File: src/rtl/core/mmc_pkg.sv
// Shared types and constants of the mouse motion coalescer.
package mmc_pkg;

  // Default parameter values
  localparam int ACCUM_WIDTH_DEF = 16;
  localparam int TIME_WIDTH_DEF  = 32;

  // Fixed field widths
  localparam int NOW_W      = 32;
  localparam int DELTA_W    = 8;
  localparam int NUM_BTN    = 3;
  localparam int MAX_EV     = 4;
  localparam int CNT_W      = 3;
  localparam int EV_IDX_W   = 2;
  localparam int BTN_ID_W   = 2;
  localparam int CFG_IDX_W  = 1;
  localparam int CFG_DATA_W = 8;

  // Register reset values and move clamp limit
  localparam logic [CFG_DATA_W-1:0] INTERVAL_RESET = 8'd8;
  localparam int                    MOVE_LIMIT     = 127;

  typedef enum logic [0:0] {
    KIND_REPORT    = 1'b0,
    KIND_LINK_DOWN = 1'b1
  } kind_t;

  typedef enum logic [1:0] {
    EV_PRESS   = 2'd0,
    EV_RELEASE = 2'd1,
    EV_MOVE    = 2'd2
  } ev_kind_t;

  typedef enum logic [CFG_IDX_W-1:0] {
    REG_ENABLE   = 1'b0,
    REG_INTERVAL = 1'b1
  } cfg_idx_t;

  // One accepted report transaction
  typedef struct packed {
    kind_t                      kind;
    logic [NUM_BTN-1:0]         buttons;
    logic signed [DELTA_W-1:0]  delta_x;
    logic signed [DELTA_W-1:0]  delta_y;
    logic signed [DELTA_W-1:0]  delta_wheel;
    logic [NOW_W-1:0]           now_ms;
    logic                       link_up;
  } rpt_item_t;

  // One outgoing event
  typedef struct packed {
    ev_kind_t                   kind;
    logic [BTN_ID_W-1:0]        button_id;
    logic signed [DELTA_W-1:0]  move_x;
    logic signed [DELTA_W-1:0]  move_y;
    logic signed [DELTA_W-1:0]  move_wheel;
  } evt_t;

  // All events caused by one report, in emission order
  typedef struct packed {
    logic [CNT_W-1:0]   count;
    evt_t [MAX_EV-1:0]  ev;
  } bundle_t;

endpackage

File: src/rtl/core/mmc_if.sv
// Report and event channel interfaces of the mouse motion coalescer.
interface mmc_rpt_if;
  logic                              valid;
  logic                              ready;
  mmc_pkg::kind_t                    kind;
  logic [mmc_pkg::NUM_BTN-1:0]       buttons;
  logic signed [mmc_pkg::DELTA_W-1:0] delta_x;
  logic signed [mmc_pkg::DELTA_W-1:0] delta_y;
  logic signed [mmc_pkg::DELTA_W-1:0] delta_wheel;
  logic [mmc_pkg::NOW_W-1:0]         now_ms;
  logic                              link_up;

  modport source (output valid, kind, buttons, delta_x, delta_y, delta_wheel, now_ms, link_up,
                  input ready);
  modport sink (input valid, kind, buttons, delta_x, delta_y, delta_wheel, now_ms, link_up,
                output ready);
endinterface

interface mmc_evt_if;
  logic                               valid;
  logic                               ready;
  mmc_pkg::ev_kind_t                  event_kind;
  logic [mmc_pkg::BTN_ID_W-1:0]       button_id;
  logic signed [mmc_pkg::DELTA_W-1:0] move_x;
  logic signed [mmc_pkg::DELTA_W-1:0] move_y;
  logic signed [mmc_pkg::DELTA_W-1:0] move_wheel;
  logic                               last;

  modport source (output valid, event_kind, button_id, move_x, move_y, move_wheel, last,
                  input ready);
  modport sink (input valid, event_kind, button_id, move_x, move_y, move_wheel, last,
                output ready);
endinterface

File: src/rtl/core/mmc_eval.sv
// Report evaluation: button diffing, saturating accumulators and move decision.
module mmc_eval #(
  parameter int ACCUM_WIDTH = mmc_pkg::ACCUM_WIDTH_DEF,
  parameter int TIME_WIDTH  = mmc_pkg::TIME_WIDTH_DEF
) (
  input  logic                                clk,
  input  logic                                rst,
  input  logic                                enable,
  input  logic [mmc_pkg::CFG_DATA_W-1:0]      report_interval,
  input  mmc_pkg::rpt_item_t                  item,
  input  logic                                fire,
  output mmc_pkg::bundle_t                    bundle
);

  localparam int DW = mmc_pkg::DELTA_W;
  localparam logic signed [ACCUM_WIDTH-1:0] ACC_MAX = {1'b0, {(ACCUM_WIDTH-1){1'b1}}};
  localparam logic signed [ACCUM_WIDTH-1:0] ACC_MIN = {1'b1, {(ACCUM_WIDTH-1){1'b0}}};
  localparam logic signed [ACCUM_WIDTH-1:0] LIM_POS = ACCUM_WIDTH'(mmc_pkg::MOVE_LIMIT);
  localparam logic signed [ACCUM_WIDTH-1:0] LIM_NEG = -LIM_POS;

  logic [mmc_pkg::NUM_BTN-1:0]   prev_buttons;
  logic signed [ACCUM_WIDTH-1:0] pending_x;
  logic signed [ACCUM_WIDTH-1:0] pending_y;
  logic signed [ACCUM_WIDTH-1:0] pending_wheel;
  logic [TIME_WIDTH-1:0]         last_move_time;

  logic                          active;
  logic                          clear;
  logic                          move;
  logic                          due;
  logic [TIME_WIDTH-1:0]         now_t;
  logic [mmc_pkg::NUM_BTN-1:0]   changed;
  logic signed [ACCUM_WIDTH-1:0] sum_x, sum_y, sum_w;
  logic signed [DW-1:0]          send_x, send_y, send_w;

  // Saturating add of an 8-bit delta into an accumulator
  function automatic logic signed [ACCUM_WIDTH-1:0] sat_add(
    input logic signed [ACCUM_WIDTH-1:0] acc,
    input logic signed [DW-1:0]          d
  );
    logic signed [ACCUM_WIDTH:0] s;
    s = {acc[ACCUM_WIDTH-1], acc} + {{(ACCUM_WIDTH+1-DW){d[DW-1]}}, d};
    if (s[ACCUM_WIDTH] != s[ACCUM_WIDTH-1]) begin
      return s[ACCUM_WIDTH] ? ACC_MIN : ACC_MAX;
    end
    return s[ACCUM_WIDTH-1:0];
  endfunction

  // Clamp an accumulator to the move range
  function automatic logic signed [DW-1:0] clamp(input logic signed [ACCUM_WIDTH-1:0] v);
    if (v > LIM_POS) return LIM_POS[DW-1:0];
    if (v < LIM_NEG) return LIM_NEG[DW-1:0];
    return v[DW-1:0];
  endfunction

  // Decode what the item does
  assign active  = enable && (item.kind == mmc_pkg::KIND_REPORT) && item.link_up;
  assign clear   = enable && (item.kind == mmc_pkg::KIND_LINK_DOWN);
  assign changed = item.buttons ^ prev_buttons;

  // Accumulate and decide on a move
  assign sum_x  = sat_add(pending_x, item.delta_x);
  assign sum_y  = sat_add(pending_y, item.delta_y);
  assign sum_w  = sat_add(pending_wheel, item.delta_wheel);
  assign send_x = clamp(sum_x);
  assign send_y = clamp(sum_y);
  assign send_w = clamp(sum_w);
  assign now_t  = TIME_WIDTH'(item.now_ms);
  assign due    = (now_t - last_move_time) >= TIME_WIDTH'(report_interval);
  assign move   = active && due && ((sum_x != '0) || (sum_y != '0) || (sum_w != '0));

  // Assemble events: changed buttons in order, then the move
  always_comb begin
    logic [mmc_pkg::CNT_W-1:0] n;
    n = '0;
    bundle = '0;
    for (int b = 0; b < mmc_pkg::NUM_BTN; b++) begin
      if (changed[b]) begin
        bundle.ev[n[mmc_pkg::EV_IDX_W-1:0]].kind =
          item.buttons[b] ? mmc_pkg::EV_PRESS : mmc_pkg::EV_RELEASE;
        bundle.ev[n[mmc_pkg::EV_IDX_W-1:0]].button_id = mmc_pkg::BTN_ID_W'(b);
        n = n + 1'b1;
      end
    end
    if (move) begin
      bundle.ev[n[mmc_pkg::EV_IDX_W-1:0]].kind       = mmc_pkg::EV_MOVE;
      bundle.ev[n[mmc_pkg::EV_IDX_W-1:0]].move_x     = send_x;
      bundle.ev[n[mmc_pkg::EV_IDX_W-1:0]].move_y     = send_y;
      bundle.ev[n[mmc_pkg::EV_IDX_W-1:0]].move_wheel = send_w;
      n = n + 1'b1;
    end
    bundle.count = active ? n : '0;
  end

  // State update when the item is consumed
  always_ff @(posedge clk) begin
    if (rst) begin
      prev_buttons   <= '0;
      pending_x      <= '0;
      pending_y      <= '0;
      pending_wheel  <= '0;
      last_move_time <= '0;
    end else if (fire) begin
      if (clear) begin
        prev_buttons  <= '0;
        pending_x     <= '0;
        pending_y     <= '0;
        pending_wheel <= '0;
      end else if (active) begin
        prev_buttons <= item.buttons;
        if (move) begin
          pending_x      <= sum_x - {{(ACCUM_WIDTH-DW){send_x[DW-1]}}, send_x};
          pending_y      <= sum_y - {{(ACCUM_WIDTH-DW){send_y[DW-1]}}, send_y};
          pending_wheel  <= sum_w - {{(ACCUM_WIDTH-DW){send_w[DW-1]}}, send_w};
          last_move_time <= now_t;
        end else begin
          pending_x     <= sum_x;
          pending_y     <= sum_y;
          pending_wheel <= sum_w;
        end
      end
    end
  end

endmodule

File: src/rtl/core/mmc_evq.sv
// Result register for one report's events, sent one per cycle while evt.ready.
module mmc_evq (
  input  logic               clk,
  input  logic               rst,
  input  mmc_pkg::bundle_t   bundle,
  input  logic               load,
  output logic               free,
  mmc_evt_if.source          evt
);

  mmc_pkg::bundle_t                  held;
  logic                              held_valid;
  logic [mmc_pkg::EV_IDX_W-1:0]      idx;
  logic                              is_last;
  mmc_pkg::evt_t                     cur;

  assign cur     = held.ev[idx];
  assign is_last = ({1'b0, idx} == (held.count - 1'b1));
  assign free    = !held_valid || (evt.ready && is_last);

  // Drive the event channel
  assign evt.valid      = held_valid;
  assign evt.event_kind = cur.kind;
  assign evt.button_id  = cur.button_id;
  assign evt.move_x     = cur.move_x;
  assign evt.move_y     = cur.move_y;
  assign evt.move_wheel = cur.move_wheel;
  assign evt.last       = is_last;

  // Payload load, no reset needed
  always_ff @(posedge clk) begin
    if (load) begin
      held <= bundle;
    end
  end

  // Control: valid flag and event pointer
  always_ff @(posedge clk) begin
    if (rst) begin
      held_valid <= 1'b0;
      idx        <= '0;
    end else if (load) begin
      held_valid <= 1'b1;
      idx        <= '0;
    end else if (held_valid && evt.ready) begin
      if (is_last) begin
        held_valid <= 1'b0;
      end else begin
        idx <= idx + 1'b1;
      end
    end
  end

endmodule

File: src/rtl/core/mouse_motion_coalescer_core.sv
// A report goes through the report register, then the event register, which is
// the limiting unit; the report register refills meanwhile. One report per cycle
// when each yields at most one event and the event channel is ready; a report
// yielding more holds the event register, sending one event per ready cycle.
// Reset (synchronous, active high): block disabled, interval 8 ms, buttons,
// accumulators and last move time cleared, both channel registers empty.
module mouse_motion_coalescer_core #(
  parameter int ACCUM_WIDTH = mmc_pkg::ACCUM_WIDTH_DEF,
  parameter int TIME_WIDTH  = mmc_pkg::TIME_WIDTH_DEF
) (
  input  logic                              clk,
  input  logic                              rst,
  input  logic                              cfg_we,
  input  logic [mmc_pkg::CFG_IDX_W-1:0]     cfg_index,
  input  logic [mmc_pkg::CFG_DATA_W-1:0]    cfg_data,
  mmc_rpt_if.sink                           rpt,
  mmc_evt_if.source                         evt
);

  logic                               enable;
  logic [mmc_pkg::CFG_DATA_W-1:0]     report_interval;
  mmc_pkg::rpt_item_t                 item;
  logic                               item_valid;
  logic                               consume;
  logic                               load;
  logic                               free;
  mmc_pkg::bundle_t                   bundle;

  // Configuration registers
  always_ff @(posedge clk) begin
    if (rst) begin
      enable          <= 1'b0;
      report_interval <= mmc_pkg::INTERVAL_RESET;
    end else if (cfg_we) begin
      unique case (mmc_pkg::cfg_idx_t'(cfg_index))
        mmc_pkg::REG_ENABLE:   enable          <= cfg_data[0];
        mmc_pkg::REG_INTERVAL: report_interval <= cfg_data;
        default: ;
      endcase
    end
  end

  // Input register: consumed once its events fit in the event register
  assign consume   = item_valid && ((bundle.count == '0) || free);
  assign load      = consume && (bundle.count != '0);
  assign rpt.ready = !item_valid || consume;

  always_ff @(posedge clk) begin
    if (rst) begin
      item_valid <= 1'b0;
    end else if (rpt.valid && rpt.ready) begin
      item_valid <= 1'b1;
    end else if (consume) begin
      item_valid <= 1'b0;
    end
  end

  always_ff @(posedge clk) begin
    if (rpt.valid && rpt.ready) begin
      item.kind        <= rpt.kind;
      item.buttons     <= rpt.buttons;
      item.delta_x     <= rpt.delta_x;
      item.delta_y     <= rpt.delta_y;
      item.delta_wheel <= rpt.delta_wheel;
      item.now_ms      <= rpt.now_ms;
      item.link_up     <= rpt.link_up;
    end
  end

  mmc_eval #(
    .ACCUM_WIDTH (ACCUM_WIDTH),
    .TIME_WIDTH  (TIME_WIDTH)
  ) u_eval (
    .clk             (clk),
    .rst             (rst),
    .enable          (enable),
    .report_interval (report_interval),
    .item            (item),
    .fire            (consume),
    .bundle          (bundle)
  );

  mmc_evq u_evq (
    .clk    (clk),
    .rst    (rst),
    .bundle (bundle),
    .load   (load),
    .free   (free),
    .evt    (evt)
  );

  // An event transaction that is not the last keeps the channel valid
  a_burst_continues: assert property (@(posedge clk) disable iff (rst)
    evt.valid && evt.ready && !evt.last |=> evt.valid)
    else $error("event burst broke off before its last transaction");

  // Button events carry no movement
  a_button_no_move: assert property (@(posedge clk) disable iff (rst)
    evt.valid && (evt.event_kind != mmc_pkg::EV_MOVE) |->
      (evt.move_x == '0) && (evt.move_y == '0) && (evt.move_wheel == '0))
    else $error("button event carries movement");

  // Stalled report register means a held item waits on the event register
  a_stall_reason: assert property (@(posedge clk) disable iff (rst)
    !rpt.ready |-> item_valid && !free && (bundle.count != '0))
    else $error("report channel stalled without cause");

endmodule
File: src/flat_wrapper.sv
// flat-port wrapper written by rule: the top's interface ports become plain ports
module mouse_motion_coalescer_core_flat 
#(
  parameter int ACCUM_WIDTH = mmc_pkg::ACCUM_WIDTH_DEF,
  parameter int TIME_WIDTH  = mmc_pkg::TIME_WIDTH_DEF
)
  (clk, rst, cfg_we, cfg_index, cfg_data, rpt_valid, rpt_kind, rpt_buttons, rpt_delta_x, rpt_delta_y, rpt_delta_wheel, rpt_now_ms, rpt_link_up, rpt_ready, evt_valid, evt_event_kind, evt_button_id, evt_move_x, evt_move_y, evt_move_wheel, evt_last, evt_ready);
  mmc_rpt_if rpt_i ();
  mmc_evt_if evt_i ();
  input  logic clk;
  input  logic rst;
  input  logic cfg_we;
  input  logic [mmc_pkg::CFG_IDX_W-1:0] cfg_index;
  input  logic [mmc_pkg::CFG_DATA_W-1:0] cfg_data;
  input wire logic [$bits(rpt_i.valid)-1:0] rpt_valid;
  input wire logic [$bits(rpt_i.kind)-1:0] rpt_kind;
  input wire logic [$bits(rpt_i.buttons)-1:0] rpt_buttons;
  input wire logic [$bits(rpt_i.delta_x)-1:0] rpt_delta_x;
  input wire logic [$bits(rpt_i.delta_y)-1:0] rpt_delta_y;
  input wire logic [$bits(rpt_i.delta_wheel)-1:0] rpt_delta_wheel;
  input wire logic [$bits(rpt_i.now_ms)-1:0] rpt_now_ms;
  input wire logic [$bits(rpt_i.link_up)-1:0] rpt_link_up;
  output wire logic [$bits(rpt_i.ready)-1:0] rpt_ready;
  output wire logic [$bits(evt_i.valid)-1:0] evt_valid;
  output wire logic [$bits(evt_i.event_kind)-1:0] evt_event_kind;
  output wire logic [$bits(evt_i.button_id)-1:0] evt_button_id;
  output wire logic [$bits(evt_i.move_x)-1:0] evt_move_x;
  output wire logic [$bits(evt_i.move_y)-1:0] evt_move_y;
  output wire logic [$bits(evt_i.move_wheel)-1:0] evt_move_wheel;
  output wire logic [$bits(evt_i.last)-1:0] evt_last;
  input wire logic [$bits(evt_i.ready)-1:0] evt_ready;
  assign rpt_i.valid = rpt_valid;
  assign rpt_i.kind = rpt_kind;
  assign rpt_i.buttons = rpt_buttons;
  assign rpt_i.delta_x = rpt_delta_x;
  assign rpt_i.delta_y = rpt_delta_y;
  assign rpt_i.delta_wheel = rpt_delta_wheel;
  assign rpt_i.now_ms = rpt_now_ms;
  assign rpt_i.link_up = rpt_link_up;
  assign rpt_ready = rpt_i.ready;
  assign evt_valid = evt_i.valid;
  assign evt_event_kind = evt_i.event_kind;
  assign evt_button_id = evt_i.button_id;
  assign evt_move_x = evt_i.move_x;
  assign evt_move_y = evt_i.move_y;
  assign evt_move_wheel = evt_i.move_wheel;
  assign evt_last = evt_i.last;
  assign evt_i.ready = evt_ready;
  mouse_motion_coalescer_core #(.ACCUM_WIDTH(ACCUM_WIDTH), .TIME_WIDTH(TIME_WIDTH)) u_core (.clk(clk), .rst(rst), .cfg_we(cfg_we), .cfg_index(cfg_index), .cfg_data(cfg_data), .rpt(rpt_i), .evt(evt_i));
endmodule
File: config.mk
export PLATFORM = sky130hd
export DESIGN_NAME = mouse_motion_coalescer_core_flat
export DESIGN_NICKNAME = d
export VERILOG_FILES = /design/src/rtl/core/mmc_pkg.sv /design/src/rtl/core/mmc_if.sv /design/src/rtl/core/mmc_eval.sv /design/src/rtl/core/mmc_evq.sv /design/src/rtl/core/mouse_motion_coalescer_core.sv /design/src/flat_wrapper.sv
export SDC_FILE = /design/constraint.sdc
export NUM_CORES = 1
export LEC_CHECK = 0
export ABC_CLOCK_PERIOD_IN_PS = 24800
export BUFFER_PORTS_ARGS = -buffer_cell sky130_fd_sc_hd__clkbuf_2
export CAP_MARGIN = 20
export CORE_MARGIN = 3
export CORE_UTILIZATION = 67
export DETAILED_ROUTE_END_ITERATION = 8
export PLACE_DENSITY = 0.93
export SETUP_SLACK_MARGIN = 0.2
export SLEW_MARGIN = 20
export SYNTH_ARGS = -nofsm -noshare
export SYNTH_HDL_FRONTEND = slang
export SYNTH_HIERARCHICAL = 1
export SYNTH_SLANG_ARGS = --single-unit
File: constraint.sdc
create_clock -name clk -period 24.8 [get_ports clk]
set_input_delay 4.96 -clock clk [delete_from_list [all_inputs] [get_ports clk]]
set_output_delay 4.96 -clock clk [all_outputs]
set_load 0.005 [all_outputs]
==> flow_metrics.py, run 1 <==
metrics = {
    "run_status": {
        "status": "complete, no violations",
    },
    "floorplanning": {
        "die_area_um2": 29700,
        "coreArea_um2": 27000,
        "ios": 106,
        "initial_core_util_pct": 68.5,
        "die_h_um": 172,
        "die_x_um": 172,
        "rows": 60,
    },
    "detailed_routing": {
        "wl_mm": 46.7,
        "via_per_inst": 6.61,
        "ant_nets": 0,
        "drc": 0,
        "routedWlPerCell_um": 19.8,
        "vias": 15600,
        "drt_first_iter_violations": 1592,
        "drt-pass1-iter-count": 8,
    },
    "timing": {
        "finalSetupViolCount": 0,
        "max-slew-margin-rel_pct": 33.3,
        "hold_violations": 0,
        "final.setup_skew_ns": 0.0184,
        "tightest_slew_ns": 0.998,
        "finalMaxSlewViolations": 0,
        "rsz0062_at_grt": "no",
        "fin_tns_setup_ns": 0,
        "min_period_over_period_pct": 50.0,
        "finalWorstSetupSlack_ns": 12.39,
        "fin_crit_ns": 12.41,
        "fmax_ghz": 0.0806,
    },
    "logic_synthesis": {
        "synth_top_area_share_pct": 28.5,
        "ys_seq_elements": 272,
        "ys.flop_type": "edfxtp_1",
        "syn_avg_cell_area_um2": 9.65,
        "synth_edf_count": 176,
        "ys_warn_count": 6,
        "syn_area_um2": 18500,
        "synth_area_leaders": "edfxtp_1 (29%), dfxtp_1 (10%), ha_1 (10%)",
        "synth.distinct_cells": 105,
        "synth_top_area_cell": "edfxtp_1",
        "ys_seq_area_share_pct": 38.9,
        "async_flop_share_pct": 0,
        "synthCells": 1920,
    },
    "clock_network": {
        "clock_sinks": 272,
        "h-tree-depth": 1,
        "clockRootBuffer": "clkbuf_16",
        "cts_setup_buffers": 0,
        "cts_made_buffers": 29,
        "clock_latency_ns": 0.57,
        "clockBufferDepth": 3,
        "cts_tree": "yes",
        "clkTransAtPathRegs_ns": 0.06,
        "ctsResizeCount": 0,
        "cts_hold_buf": 0,
    },
    "global_routing": {
        "antenna_found_initial": 0,
        "grt_max_degree": 101,
        "grt_pass1_vias": 15400,
        "grt_overflow": 0,
        "grt_pass1_wl_mm": 75.5,
        "track_usage_pct": 31.2,
    },
    "setup_path": {
        "crit_type": "flip-flop to output port",
        "cp.arrival_ns": 7.45,
        "path_max_fanout": 24,
        "cp-startpoint": "u_core/item[48]",
        "critPathCaptureType": "output port",
        "r2r_end": "u_core/u_eval/pending_wheel[15]",
        "rr_worst_depth": 26,
        "worstPathRequired_ns": 19.84,
        "r2r_start": "u_core/item[48]",
        "worst_setup_path_start_kind": "flip-flop",
        "r2r_slack_ns": 15.86,
    },
    "final_layout": {
        "layout_common_cells": "nor2_1 (225), edfxtp_1 (176), nand2_1 (151), ha_1 (148), a21oi_1 (141)",
        "regArea_um2": 7210,
        "n_fill_cell": 1710,
        "multi_input_area_um2": 10500,
        "syn_to_final_growth_pct": 9.31,
        "nets": 2223,
        "finalInstanceArea_um2": 20200,
        "post-route-util_pct": 74.9,
        "final_common_cell": "nor2_1",
        "drive_above_1_share_pct": 13.1,
        "antenna_cells": 0,
    },
    "hold_path": {
        "min_path_type": "flip-flop to flip-flop",
        "worst_hold_startpoint": "u_core/u_eval/pending_x[14]",
        "holdPathEnd": "u_core/u_eval/pending_x[14]",
        "whs_path_depth": 2,
    },
    "place": {
        "post-place-ws_ns": 13.14,
        "portBuffers": 105,
        "dpl.hpwl_mm": 32.5,
        "dpl_cell_area_um2": 19200,
        "gp_congestion": 0.929,
    },
    "power": {
        "irDropWorstVdd_mv": 0.0590,
        "leakage_uw": 0.00865,
        "p_total_uw": 1330,
        "p_per_area_nw_per_um2": 65.7,
    },
    "flow_run": {
        "max_cap_viol_count": 0,
    },
}
## worst max-delay path, stage by stage (launching register included)
cell       delay (ns)
edfxtp_1         0.57
ha_1             0.45
a21oi_1          0.25
o21ai_0          0.20
a2111oi_2        0.48
nor2_1           0.12
xnor2_1          0.14
ha_1             0.69
inv_2            0.21
or4_1            0.51
mux2i_1          0.19
nor2_1           0.10
nor3_1           0.28
nand4_1          0.17
a2111oi_2        0.44
and3_1           0.25
nor3_4           0.05
nand2_1          0.77
xnor2_1          0.20
nor2_1           0.09
or3_4            0.44
nand3_2          0.13
clkbuf_2         0.13
## registers in the layout (all words and copies together) (netlist names)
signal / flops
u_core/u_evq/evt.valid: 1
u_core/u_eval/pending_x: 16
u_core/enable: 1
u_core/report_interval: 8
u_core/item_valid: 1
u_core/u_eval/pending_y: 16
u_core/u_eval/pending_wheel: 16
u_core/item: 61
u_core/u_eval/last_move_time: 32
u_core/u_eval/prev_buttons: 3
u_core/u_evq/held: 115
u_core/u_evq/idx: 2
## per-stage QoR
| step | std cells | hold WS (ns) |
|---|---|---|
| 2_1_floorplan | 1921 | 0.429 |
| 3_3_place_gp | 2302 | 0.442 |
| 3_5_place_dp | 2302 | 0.454 |
| 4_1_cts | 2356 | 0.468 |
| 5_1_grt | 2357 | 0.488 |
| 6_report | 2357 | 0.474 |
## logic make-up after synthesis
group                      after synthesis  share of synthesized area [%]
adders and majority gates              155                           10.8
muxes                                   96                           7.11
other                                    1                         0.0202
xor gates and xnor gates                81                           3.83
and+or+nand+nor                        601                           15.5
buffers and inverters                  196                           4.57
AOI/OAI and AO/OA                      518                           19.3
DFF                                    272                           38.9
## cells in the mapped netlist, types with 37 or more instances
library cell,number
a21o_1,57
inv_1,116
nor2_1,226
a21oi_1,141
xnor2_1,47
ha_1,148
o21ai_0,79
dfxtp_1,96
nand2_1,151
edfxtp_1,176
clkbuf_1,37
mux2i_1,63
## layout make-up
cell class | count | area share, %
clock inverters | 13 | 1.06
well taps | 341 | 2.11
multi-input cells | 1453 | 51.9
flip-flops and latches | 272 | 35.6
clock buffers | 41 | 4.05
inverters | 121 | 2.24
repair buffers | 116 | 3.01
## per-layer routing
| layer | GRT usage, % | wire length [µm] | vias to the layer above |
|---|---|---|---|
| li1 | - | - | 7200 |
| met2 | 53.5 | 22700 | 799 |
| met3 | 4.05 | 3500 | 154 |
| met4 | 13.4 | 1890 | 0 |
| met5 | 0 | 0 | - |
| met1 | 39.8 | 18600 | 7423 |
## where the power goes
part           leakage (µW)  internal, µW  switching, µW
clock network      0.000505           284            182
logic               0.00548           140            225
registers           0.00266           491           7.74
## worst max-delay path by stage
stage / to / slack [ns] / cells after the start
after floorplan: rpt_ready / 14.50 / 4
after global placement: rpt_ready / 13.19 / 22
after detailed placement: rpt_ready / 13.14 / 22
after CTS: rpt_ready / 12.47 / 22
after global routing: rpt_ready / 11.99 / 22
final: rpt_ready / 12.39 / 22
Power figures use the tool's default switching activity.
==> run 2, diff against run 1 <==
Settings changed: ABC_AREA set to 1, ABC_CLOCK_PERIOD_IN_PS 24800 to 11450, CORE_UTILIZATION 67 to 63, PLACE_DENSITY 0.93 to 0.89.
Clock period 24.8 ns to 11.45 ns, I/O delays scaled along.
==> run 2 against run 1 <==
Compared with the run above:
- synthesized cell count rose by 36%
- worst hold slack lost 0.0035 ns
- final area grew 3.6%
- sequential share of layout area fell by 1.2 points
- setup slack got worse by 9.4 ns
- clock power grew 110%
- first-iteration DRC count rose by 20%
- clock skew grew 0.0077 ns
- global-route usage shrank 1.6 points
==> flow_metrics.py, run 2 <==
metrics = {
    "run_status": {
        "status": "complete, no violations",
    },
    "hold_path": {
        "min_path_type": "flip-flop to flip-flop",
    },
    "setup_path": {
        "path_buf_inv": 5,
        "worstPathRequired_ns": 9.16,
        "r2r_slack_ns": 3.54,
        "crit_top_cell": "nand2_1",
        "max_stage_delay_ns": 0.55,
        "crit_type": "flip-flop to output port",
        "critical_path.slowest_cell": "edfxtp_1",
        "cp.arrival_ns": 6.21,
        "worst_setup_path_start_kind": "flip-flop",
        "path_max_fanout": 26,
        "critPathCaptureType": "output port",
        "critPathTopFamily": "simple AND/OR/NAND/NOR gates",
    },
    "floorplanning": {
        "ios": 106,
        "die_area_um2": 32800,
        "initial_core_util_pct": 64.5,
        "rows": 63,
        "die_x_um": 181,
        "coreArea_um2": 30000,
        "die_h_um": 181,
    },
    "timing": {
        "finalWorstSetupSlack_ns": 2.95,
        "fmax_ghz": 0.118,
        "fin_crit_ns": 8.50,
        "fin_tns_setup_ns": 0,
        "rsz0062_at_grt": "no",
        "tightest_slew_ns": 1.05,
        "finalSetupViolCount": 0,
        "finalMaxSlewViolations": 0,
        "final.setup_skew_ns": 0.0262,
        "hold_ws_ns": 0.470,
        "max-slew-margin-rel_pct": 29.9,
        "min_period_over_period_pct": 74.2,
        "hold_violations": 0,
    },
    "logic_synthesis": {
        "synth_top_area_share_pct": 27.4,
        "ys_seq_elements": 272,
        "synth_area_leaders": "edfxtp_1 (27%), nand2_1 (12%), dfxtp_1 (9.9%)",
        "async_flop_share_pct": 0,
        "synth_top_area_cell": "edfxtp_1",
        "synth.distinct_cells": 58,
        "ys_seq_area_share_pct": 37.3,
        "ys_warn_count": 6,
        "synthCells": 2602,
        "ys.flop_type": "edfxtp_1",
        "ys_top_cells_by_count": "nand2_1 (602), inv_1 (357), nor2_1 (332)",
        "syn_avg_cell_area_um2": 7.42,
        "synth.most_common_cell": "nand2_1",
        "synth_edf_count": 176,
        "syn_area_um2": 19300,
    },
    "place": {
        "dpl.hpwl_mm": 36.5,
        "portBuffers": 105,
        "post-place-ws_ns": 3.73,
        "gp_congestion": 0.994,
        "dpl_cell_area_um2": 20000,
    },
    "clock_network": {
        "cts_hold_buf": 0,
        "clock_sinks": 272,
        "cts_tree": "yes",
        "clockRootBuffer": "clkbuf_16",
        "cts_setup_buffers": 0,
        "clock_latency_ns": 0.56,
        "clockBufferDepth": 3,
        "cts_made_buffers": 28,
        "clkTransAtPathRegs_ns": 0.06,
        "ctsResizeCount": 0,
        "h-tree-depth": 1,
    },
    "final_layout": {
        "antenna_cells": 0,
        "drive_above_1_share_pct": 8.41,
        "largest_register_ffs": 115,
        "regMostFlops": "u_core/u_evq/held",
        "layout_common_cells": "nand2_1 (602), inv_1 (355), nor2_1 (332), a21oi_1 (204), edfxtp_1 (176)",
        "syn_to_final_growth_pct": 8.61,
        "nets": 2906,
        "finalInstanceArea_um2": 21000,
        "largest_registers": "u_core/u_evq/held: 115 flops, u_core/item: 61 flops, u_core/u_eval/last_move_time: 32 flops",
        "final_common_cell": "nand2_1",
    },
    "detailed_routing": {
        "drt_first_iter_violations": 1914,
        "wl_mm": 50.1,
        "via_per_inst": 5.79,
        "drt-pass1-iter-count": 6,
        "drc": 0,
        "ant_nets": 0,
        "vias": 17900,
        "routedWlPerCell_um": 16.2,
    },
    "power": {
        "p_per_area_nw_per_um2": 137,
        "irDropWorstVdd_mv": 0.141,
        "leakage_uw": 0.0100,
    },
    "global_routing": {
        "track_usage_pct": 29.6,
        "grt_overflow": 0,
        "antenna_found_initial": 0,
        "grt_pass1_vias": 17000,
        "grt_pass1_wl_mm": 81.9,
        "grt_max_degree": 89,
    },
    "flow_run": {
        "max_cap_viol_count": 0,
    },
}
-- run 2: power breakdown --
group          switching, µW  internal (µW)  total (µW)
Clock                    384            578         962
Sequential              15.6           1060        1080
Combinational            556            279         836
Total                    956           1920        2880
-- run 2: cells by family (layout without fill, tap and decap cells) --
kind of cell,Yosys count,in the layout,synth area share (%)
xor gates and xnor gates,58,58,2.67
AOI/OAI and AO/OA,489,489,15.0
adders and majority gates,155,155,10.3
and+or+nand+nor,1186,1186,25.3
buffers and inverters,441,536,9.35
DFF,272,272,37.3
other,1,2,0.0194
-- run 2: metal layers --
layer	wire length, µm	vias to the layer above	global-route usage, %
met1	21600	8201	41.1
met5	0	-	0
met4	1110	0	7.77
met3	4110	95	3.36
met2	23300	777	49.6
li1	-	8809	-
-- run 2: layout make-up --
cell class	instances	area, µm²
repair buffers	114	593
multi-input cells	1890	10300
flip-flops and latches	272	7210
well taps	390	488
inverters	370	1400
fillers	2350	8970
clock buffers	42	846
clock inverters	10	140
-- run 2: final timing paths --
check                                   start                               end  depth (start not counted)
max reg2reg                   u_core/item[48]        u_core/u_eval/pending_y[5]                         31
min reg2reg  u_core/u_eval/last_move_time[12]  u_core/u_eval/last_move_time[12]                          2
min          u_core/u_eval/last_move_time[12]  u_core/u_eval/last_move_time[12]                          2
max                           u_core/item[48]                         rpt_ready                         25
-- run 2: worst reg2reg max path: cells and delay by family, from the launching register on --
kind,cells,cell delay [ns]
AOI/OAI and AO/OA,5,1.56
DFF,1,0.55
buffers and inverters,7,1.37
and+or+nand+nor,17,3.40
adders and majority gates,2,0.92
-- run 2: per-stage QoR --
step                total power, µW  utilization (%)  std cells
floorplan                      1720                -       2603
global placement               1880             66.7       3036
detailed placement             1900             66.7       3036
CTS                            2860             70.0       3088
global route                   3030             70.0       3088
finish                         2880             70.0       3088
==> run 3, diff against run 2 <==
Settings changed: ABC_CLOCK_PERIOD_IN_PS 11450 to 8200.
Clock period 11.45 ns to 8.2 ns, I/O delays scaled along.
==> run 3 against run 2 <==
Compared with the run above:
- cell count up 0.13%
- utilization fell by 0.18 points
- clock skew decreased by 0.0072 ns
- combinational power rose by 41%
- power up 37%
- sequential cell count unchanged
- clock-buffer cell count fell by 3
- critical path depth is 1 higher
- die area is the same
- sequential share of layout area grew 0.090 points
- worst hold slack worse by 0.0025 ns
- first-iteration DRC count shrank 6.2%
- critical path type unchanged
- largest cell class unchanged
- largest power group unchanged
==> flow_metrics.py, run 3 (synthesis results as in run 2) <==
metrics = {
    "global_routing": {
        "grt.met3_usage_pct": 4.19,
        "antenna_found_initial": 0,
        "track_usage_pct": 29.8,
        "grt_pass1_wl_mm": 82.0,
        "grt_max_degree": 89,
        "grt_pass1_vias": 17100,
        "grt_overflow": 0,
        "grt.met2_usage_pct": 48.3,
        "gr-max-usage-layer": "met2",
        "grt_util_met1_pct": 41.5,
    },
    "floorplanning": {
        "initial_core_util_pct": 64.5,
        "coreArea_um2": 30000,
        "die_area_um2": 32800,
        "die_h_um": 181,
        "rows": 63,
        "ios": 106,
        "die_x_um": 181,
    },
    "timing": {
        "hold_violations": 0,
        "fmax_ghz": 0.135,
        "finalSetupViolCount": 0,
        "max-slew-margin-rel_pct": 28.9,
        "tightest_slew_ns": 1.07,
        "finalMaxSlewViolations": 0,
        "fin_crit_ns": 7.43,
        "fin_tns_setup_ns": 0,
        "final.setup_skew_ns": 0.0189,
        "finalWorstSetupSlack_ns": 0.773,
        "rsz0062_at_grt": "no",
        "min_period_over_period_pct": 90.6,
    },
    "setup_path": {
        "path_max_fanout": 26,
        "critPathCaptureType": "output port",
        "path_buf_inv": 6,
        "cp.arrival_ns": 5.79,
        "r2r_slack_ns": 1.13,
        "crit_type": "flip-flop to output port",
        "critical_path.slowest_cell": "edfxtp_1",
        "worst_setup_path_start_kind": "flip-flop",
        "critPathTopFamily": "simple AND/OR/NAND/NOR gates",
        "max_stage_delay_ns": 0.54,
        "worstPathRequired_ns": 6.56,
    },
    "final_layout": {
        "post-route-util_pct": 69.9,
        "syn_to_final_growth_pct": 8.32,
        "regMostFlops": "u_core/u_evq/held",
        "largest_register_ffs": 115,
        "final_common_cell": "nand2_1",
        "layout_common_cells": "nand2_1 (602), inv_1 (355), nor2_1 (332), a21oi_1 (204), edfxtp_1 (176)",
        "drive_above_1_share_pct": 8.48,
        "nets": 2909,
        "antenna_cells": 0,
        "largest_registers": "u_core/u_evq/held: 115 flops, u_core/item: 61 flops, u_core/u_eval/last_move_time: 32 flops",
    },
    "clock_network": {
        "ctsResizeCount": 0,
        "clock_latency_ns": 0.56,
        "cts_hold_buf": 0,
        "cts_setup_buffers": 0,
        "clock_sinks": 272,
        "clkTransAtPathRegs_ns": 0.06,
        "h-tree-depth": 1,
        "cts_made_buffers": 29,
        "clockBufferDepth": 3,
        "cts_tree": "yes",
        "clockRootBuffer": "clkbuf_16",
    },
    "power": {
        "p_per_area_nw_per_um2": 188,
        "leakage_uw": 0.00999,
        "irDropWorstVdd_mv": 0.167,
    },
    "detailed_routing": {
        "routedWlPerCell_um": 16.4,
        "vias": 18100,
        "ant_nets": 0,
        "drt_first_iter_violations": 1796,
        "drc": 0,
        "drt-pass1-iter-count": 7,
        "via_per_inst": 5.84,
        "wl_mm": 50.6,
    },
    "place": {
        "dpl.hpwl_mm": 37.2,
        "gp_congestion": 0.972,
        "post-place-ws_ns": 0.962,
        "portBuffers": 105,
    },
    "hold_path": {
        "min_path_type": "flip-flop to flip-flop",
    },
    "run_status": {
        "status": "complete, no violations",
    },
    "flow_run": {
        "max_cap_viol_count": 0,
    },
}
[run 3: cell types whose count changed in the layout (fill, tap and decap cells not counted), sizes merged]
cell	before	now
clkbuf	146	143
buf	10	12
clkinvlp	0	2
bufinv	3	1
clkinv	10	13
inv	367	369
[run 3: path summary, 6_finish.rpt]
| kind | start | endpoint | cells after the start |
|---|---|---|---|
| setup reg to reg | u_core/item[56] | u_core/u_eval/pending_y[3] | 34 |
| setup / recovery | u_core/item[56] | rpt_ready | 26 |
| hold / removal | u_core/u_eval/pending_x[8] | u_core/u_eval/pending_x[8] | 2 |
| hold reg to reg | u_core/u_eval/pending_x[8] | u_core/u_eval/pending_x[8] | 2 |
[run 3: worst reg2reg max path, delay by kind of cell, from the launching register on]
family          cells  cell delay, ns
flops               1            0.54
buf+inv            10            1.91
compound gates     10            1.99
fa+ha+maj           2            0.95
simple gates       12            1.57
[run 3: per-layer routing]
metal / up-vias / share of wire, %
li1: 8817 / -
met1: 8335 / 44
met2: 792 / 45
met3: 126 / 8.2
met4: 0 / 3.1
met5: - / 0
[run 3: report_power, final]
group	leakage (µW)	switching, µW	total, µW	internal [µW]
logic	0.00689	784	1180	391
clock network	0.000440	550	1250	704
registers	0.00267	22.6	1510	1490
[run 3: metrics by stage]
| step | total power (µW) | instances | area [µm²] | hold WS [ns] |
|---|---|---|---|---|
| floorplan | 2400 | 2603 | 19300 | 0.442 |
| global placement | 2640 | 3038 | 20000 | 0.454 |
| detailed placement | 2670 | 3038 | 20000 | 0.456 |
| CTS | 3920 | 3092 | 20900 | 0.470 |
| global route | 4160 | 3092 | 20900 | 0.487 |
| finish | 3940 | 3092 | 20900 | 0.468 |
[run 3: area by class of cell]
class                           instances  area, µm²
Multi-Input combinational cell       1890      10300
Sequential cell                       272       7210
Tap cell                              390        488
Clock buffer                           39        783
Fill cell                            2445       9030
Timing Repair Buffer                  116        608
Inverter                              370       1400
Clock inverter                         15        118
